**src/rtl/ced_pkg.sv**
```systemverilog
`timescale 1ns / 1ps
// shared constants, register codes and types of the clap energy onset detector
package ced_pkg;

	localparam int SAMPLE_W   = 16;
	localparam int GAIN_W     = 8;
	localparam int SENS_W     = 16;
	localparam int SENS_FRAC  = 8;
	localparam int GAP_W      = 16;
	localparam int ENERGY_W   = 48;
	localparam int MS_W       = 32;
	localparam int SQ_W       = 2 * SAMPLE_W;
	localparam int CFG_IDX_W  = 2;
	localparam int CFG_DATA_W = 16;

	localparam int HISTORY_DEPTH_DEF = 64;

	localparam logic [SENS_W-1:0] SENS_RST = SENS_W'(384);
	localparam logic [GAP_W-1:0]  GAP_RST  = GAP_W'(500);
	localparam logic [GAIN_W-1:0] GAIN_RST = GAIN_W'(1);

	// action codes of an input item
	localparam logic ACT_SAMPLE = 1'b0;
	localparam logic ACT_TICK   = 1'b1;

	typedef enum logic [CFG_IDX_W-1:0] {
		REG_SENSITIVITY = 2'd0,
		REG_MIN_GAP     = 2'd1,
		REG_SAMPLE_GAIN = 2'd2
	} ced_reg_t;

	// request from the pipeline to the history ring
	typedef struct packed {
		logic                push;
		logic [ENERGY_W-1:0] energy;
	} ced_hist_req_t;

endpackage

```
**src/rtl/ced_history.sv**
```systemverilog
`timescale 1ns / 1ps
// ring memory of past frame energies with running sum
module ced_history import ced_pkg::*; #(
	parameter int HISTORY_DEPTH = HISTORY_DEPTH_DEF,
	localparam int HSUM_W = ENERGY_W + $clog2(HISTORY_DEPTH)
) (
	input  logic              clk,
	input  logic              arst_n,
	input  ced_hist_req_t     req,
	output logic [HSUM_W-1:0] sum
);

	localparam int PTR_W = $clog2(HISTORY_DEPTH);
	localparam logic [PTR_W-1:0] PTR_LAST = PTR_W'(HISTORY_DEPTH - 1);

	logic [ENERGY_W-1:0] mem [HISTORY_DEPTH];
	logic [ENERGY_W-1:0] rd_q;
	logic [PTR_W-1:0]    ptr_q;
	logic [PTR_W-1:0]    ptr_nx;
	logic [PTR_W-1:0]    ptr_d;
	logic                full_q;
	logic [HSUM_W-1:0]   sum_q;
	logic [ENERGY_W-1:0] oldest;

	assign ptr_nx = (ptr_q == PTR_LAST) ? '0 : ptr_q + 1'b1;
	assign ptr_d  = req.push ? ptr_nx : ptr_q;
	// entries not yet written since reset read as zero
	assign oldest = full_q ? rd_q : '0;
	assign sum    = sum_q;

	// read runs one address ahead so rd_q always holds the entry at ptr_q
	always_ff @(posedge clk) begin
		if (req.push) begin
			mem[ptr_q] <= req.energy;
		end
		rd_q <= mem[ptr_d];
	end

	always_ff @(posedge clk or negedge arst_n) begin
		if (!arst_n) begin
			ptr_q  <= '0;
			full_q <= 1'b0;
			sum_q  <= '0;
		end else if (req.push) begin
			ptr_q <= ptr_nx;
			if (ptr_q == PTR_LAST) begin
				full_q <= 1'b1;
			end
			sum_q <= sum_q - HSUM_W'(oldest) + HSUM_W'(req.energy);
		end
	end

endmodule

```
**config.mk**
```make
export PLATFORM = sky130hd
export DESIGN_NAME = ced_history
export DESIGN_NICKNAME = d
export VERILOG_FILES = /design/src/rtl/ced_pkg.sv /design/src/rtl/ced_history.sv
export SDC_FILE = /design/constraint.sdc
export NUM_CORES = 2
export LEC_CHECK = 0
export BUFFER_PORTS_ARGS = -buffer_cell sky130_fd_sc_hd__buf_4
export CORE_MARGIN = 2
export CORE_UTILIZATION = 59
export CTS_BUF_LIST = sky130_fd_sc_hd__clkbuf_4
export CTS_CLUSTER_DIAMETER = 30
export DETAILED_ROUTE_END_ITERATION = 12
export GPL_TIMING_DRIVEN = 1
export PLACE_DENSITY = 0.82
export REMOVE_ABC_BUFFERS = 1
export SLEW_MARGIN = 20
export SYNTH_ARGS = -nofsm -noshare
export SYNTH_HDL_FRONTEND = slang
export SYNTH_SLANG_ARGS = --single-unit
```
**constraint.sdc**
```tcl
create_clock -name clk -period 4.2 [get_ports clk]
set_input_delay 0.84 -clock clk [delete_from_list [all_inputs] [get_ports clk]]
set_output_delay 0.84 -clock clk [all_outputs]
set_load 0.02 [all_outputs]
```
==> results.cfg <==
[outcome]
status = complete, no violations

[yosys]
synth_edf_count = 3072
synth_ff_type = edfxtp_1
synth.top_cell.area_share = 0.739
synth_area_per_cell_um2 = 20.9
synth_cell_type_count = 65
yosys_warnings = 0
yosysSeqAreaShare = 0.759
synth_area_leader_cell = edfxtp_1
async_reset_ff_frac = 0.0192
syn_inst = 5975
syn_area_mm2 = 0.125
ys_ff_latch = 3181
yosys-top-cells-area = edfxtp_1 74%, mux4_2 14%, dfrtp_1 1.2%

[finish]
multi_input_area_mm2 = 0.0284
area_growth_pct = 14.7
fillerInstances = 12500
drive_above_1_share = 0.343
design_area_mm2 = 0.143
seqCellArea_mm2 = 0.0947
mostFrequentLayoutCells = 3072 x edfxtp_1, 1105 x clkbuf_4, 800 x mux4_2
final_net_count = 7158
final_common_cell = edfxtp_1

[routing]
dr.pass1.iters = 7
drt-vias-per-instance = 6.70
ant_nets = 0
drc = 0
drtIter0Drc = 12100
wire_per_inst_um = 34.6
vias = 69700
wl_um = 360000

[min_path]
holdPathStages = 2
hold_class = input pin to flop
holdPathEnd = mem[48][2]
hp-start = req[2]

[place]
gp_congestion = 0.949
postPlaceCellArea_mm2 = 0.133
post-place-ws_ps = -229
dp_hpwl_um = 203000
io_buffers = 104

[flow_run]
drv_cap = 0

[sta]
maxSlewViolCount = 0
skew_ps = 143
finalSetupViolations = 0
fin_crit_sh = 0.970
max_clock_freq_ghz = 0.246
max-slew-margin-rel = 0.261
finalHoldViolations = 0
min_period_ps = 4070
worstMarginPinSlew_ps = 1110
layout_setup_ws_ps = 127

[clocking]
cts.sinks = 3181
root_buffer = clkbuf_4
cts_tree = done
clk_latency_ps = 1500
clkTransAtPathRegs_ps = 70
cts-buffers-inserted = 771
htreeDepth = 6
clockBufferDepth = 4

[floorplanning]
initial_core_util = 0.594
boundaryPins = 105
rows = 168
core-area_mm2 = 0.210
die_area_mm2 = 0.215
die_x_um = 464
fp.dieH_um = 464

[grt]
grt_usage = 0.335
grt_overflow = 0
grt_max_degree = 65
grt_pass1_vias = 70700
antenna_found_initial = 18
grt_pass1_wl_um = 505000

[setup_path]
cpPeakStageDelay_ps = 570
crit_chain = buf_12, and2_1, fa_1, inv_1, ha_1, a21oi_1, o21ai_0, and4b_1, a211oi_1, o21ai_0, a21oi_2, o311ai_2, buf_4, a31oi_1, xor2_1, mux2i_1
cp.required_ps = 5460
r2r_slack_ps = 130
rr_worst_depth = 16
path_max_fanout = 33
worstSetupPathType = flop to flop
slowest_stage = dfrtp_4
start_kind = flop
r2r-start = full_q
arrival_ps = 5340
end_kind = flop
path_common_cell = o21ai_0
reg2reg_to = sum[49]

[power]
ir_worst_vdd_uv = 648
leakagePower_nw = 47.9
p_total_mw = 95.4
p_per_area_mw_per_mm2 = 666
## stage by stage
step	hold slack [ps]	setup TNS [ps]	std cells	util
finish	182	0	10400	0.682
global route	76.4	-3.17	10400	0.681
CTS	10.8	0	10400	0.681
detailed placement	591	-2580	8984	0.631
global placement	574	-2740	8984	0.631
floorplan	544	-3081110	5662	-
## area by class of cell
cell class / count / area share
antenna: 14 / 0.000245
clock buffer: 1104 / 0.0579
clock inverter: 248 / 0.0116
inverter: 212 / 0.00561
multi-input combinational: 2269 / 0.198
sequential: 3181 / 0.662
tap: 2805 / 0.0245
timing repair buffer: 569 / 0.0396
## critical path, delay by kind of cell, from the launching register on
family / cells / cell delay, ps
AO/OA/AOI/OAI: 7 / 1470
buffers and inverters: 3 / 460
AND/OR/NAND/NOR: 2 / 350
flip-flops: 1 / 570
XOR/XNOR: 1 / 180
multiplexers: 1 / 90
adder cells (fa/ha/maj): 2 / 840
## logic make-up (layout without fill, tap and decap cells)
family | after synthesis | in the layout | share of synthesized area
adders and majority gates | 103 | 103 | 0.0132
muxes | 948 | 948 | 0.156
other | 0 | 14 | 0
buffers and inverters | 525 | 2133 | 0.0182
and+or+nand+nor | 609 | 609 | 0.0214
xor gates and xnor gates | 45 | 45 | 0.00316
AOI/OAI and AO/OA | 564 | 564 | 0.0285
DFF | 3181 | 3181 | 0.759
## routing by layer
metal | up-vias | wire (um) | GRT usage
met1 | 35100 | 118000 | 0.445
met2 | 6366 | 165000 | 0.504
met5 | - | 92 | 0
met4 | 14 | 23300 | 0.187
met3 | 1064 | 54500 | 0.100
li1 | 27200 | - | -
## Yosys cell counts (13+ instances only)
library cell and number:
a21o_1 27, a21oi_1 238, a221oi_1 41, a31oi_1 13, a32oi_1 80, and2_1 53
buf_1 21, buf_2 38, buf_4 64, clkbuf_1 189, dfrtp_1 61, dfxtp_1 48
edfxtp_1 3072, fa_1 48, ha_1 55, inv_1 210, mux2i_1 146, mux4_2 800
nand2_1 323, nand3_1 56, nand4_1 19, nor2_1 105, o21ai_0 101, xnor2_1 31
xor2_1 14
## state kept, by name, indices dropped and copies added (netlist names)
| signal | cells |
|---|---|
| rd_q | 48 |
| sum | 54 |
| full_q | 1 |
| ptr_q | 6 |
| mem | 3072 |
## how the worst max path moves through the flow
stage	slack, ps	cells after the start	startpoint	endpoint
5_1_grt	-3	15	full_q	sum[51]
3_3_place_gp	-260	17	req[9]	sum[49]
3_5_place_dp	-230	17	req[9]	sum[49]
2_1_floorplan	-61000	6	req[48]	rd_q[10]
6_report	130	16	full_q	sum[49]
4_1_cts	50	18	full_q	sum[44]
## where the power goes
group          internal [mW]  switching, mW
Clock                   13.6           12.3
Combinational           12.8           19.2
Sequential              36.4           1.09
Total                   62.8           32.5
## timing repair
item,4_1_cts,5_1_grt
buffers inserted,0,2
hold endpoints to repair,1931,0
resized for setup,0,12
setup endpoints to repair,0,15
hold buffers,50,0
Note: power is estimated with default switching activity, not from simulation.
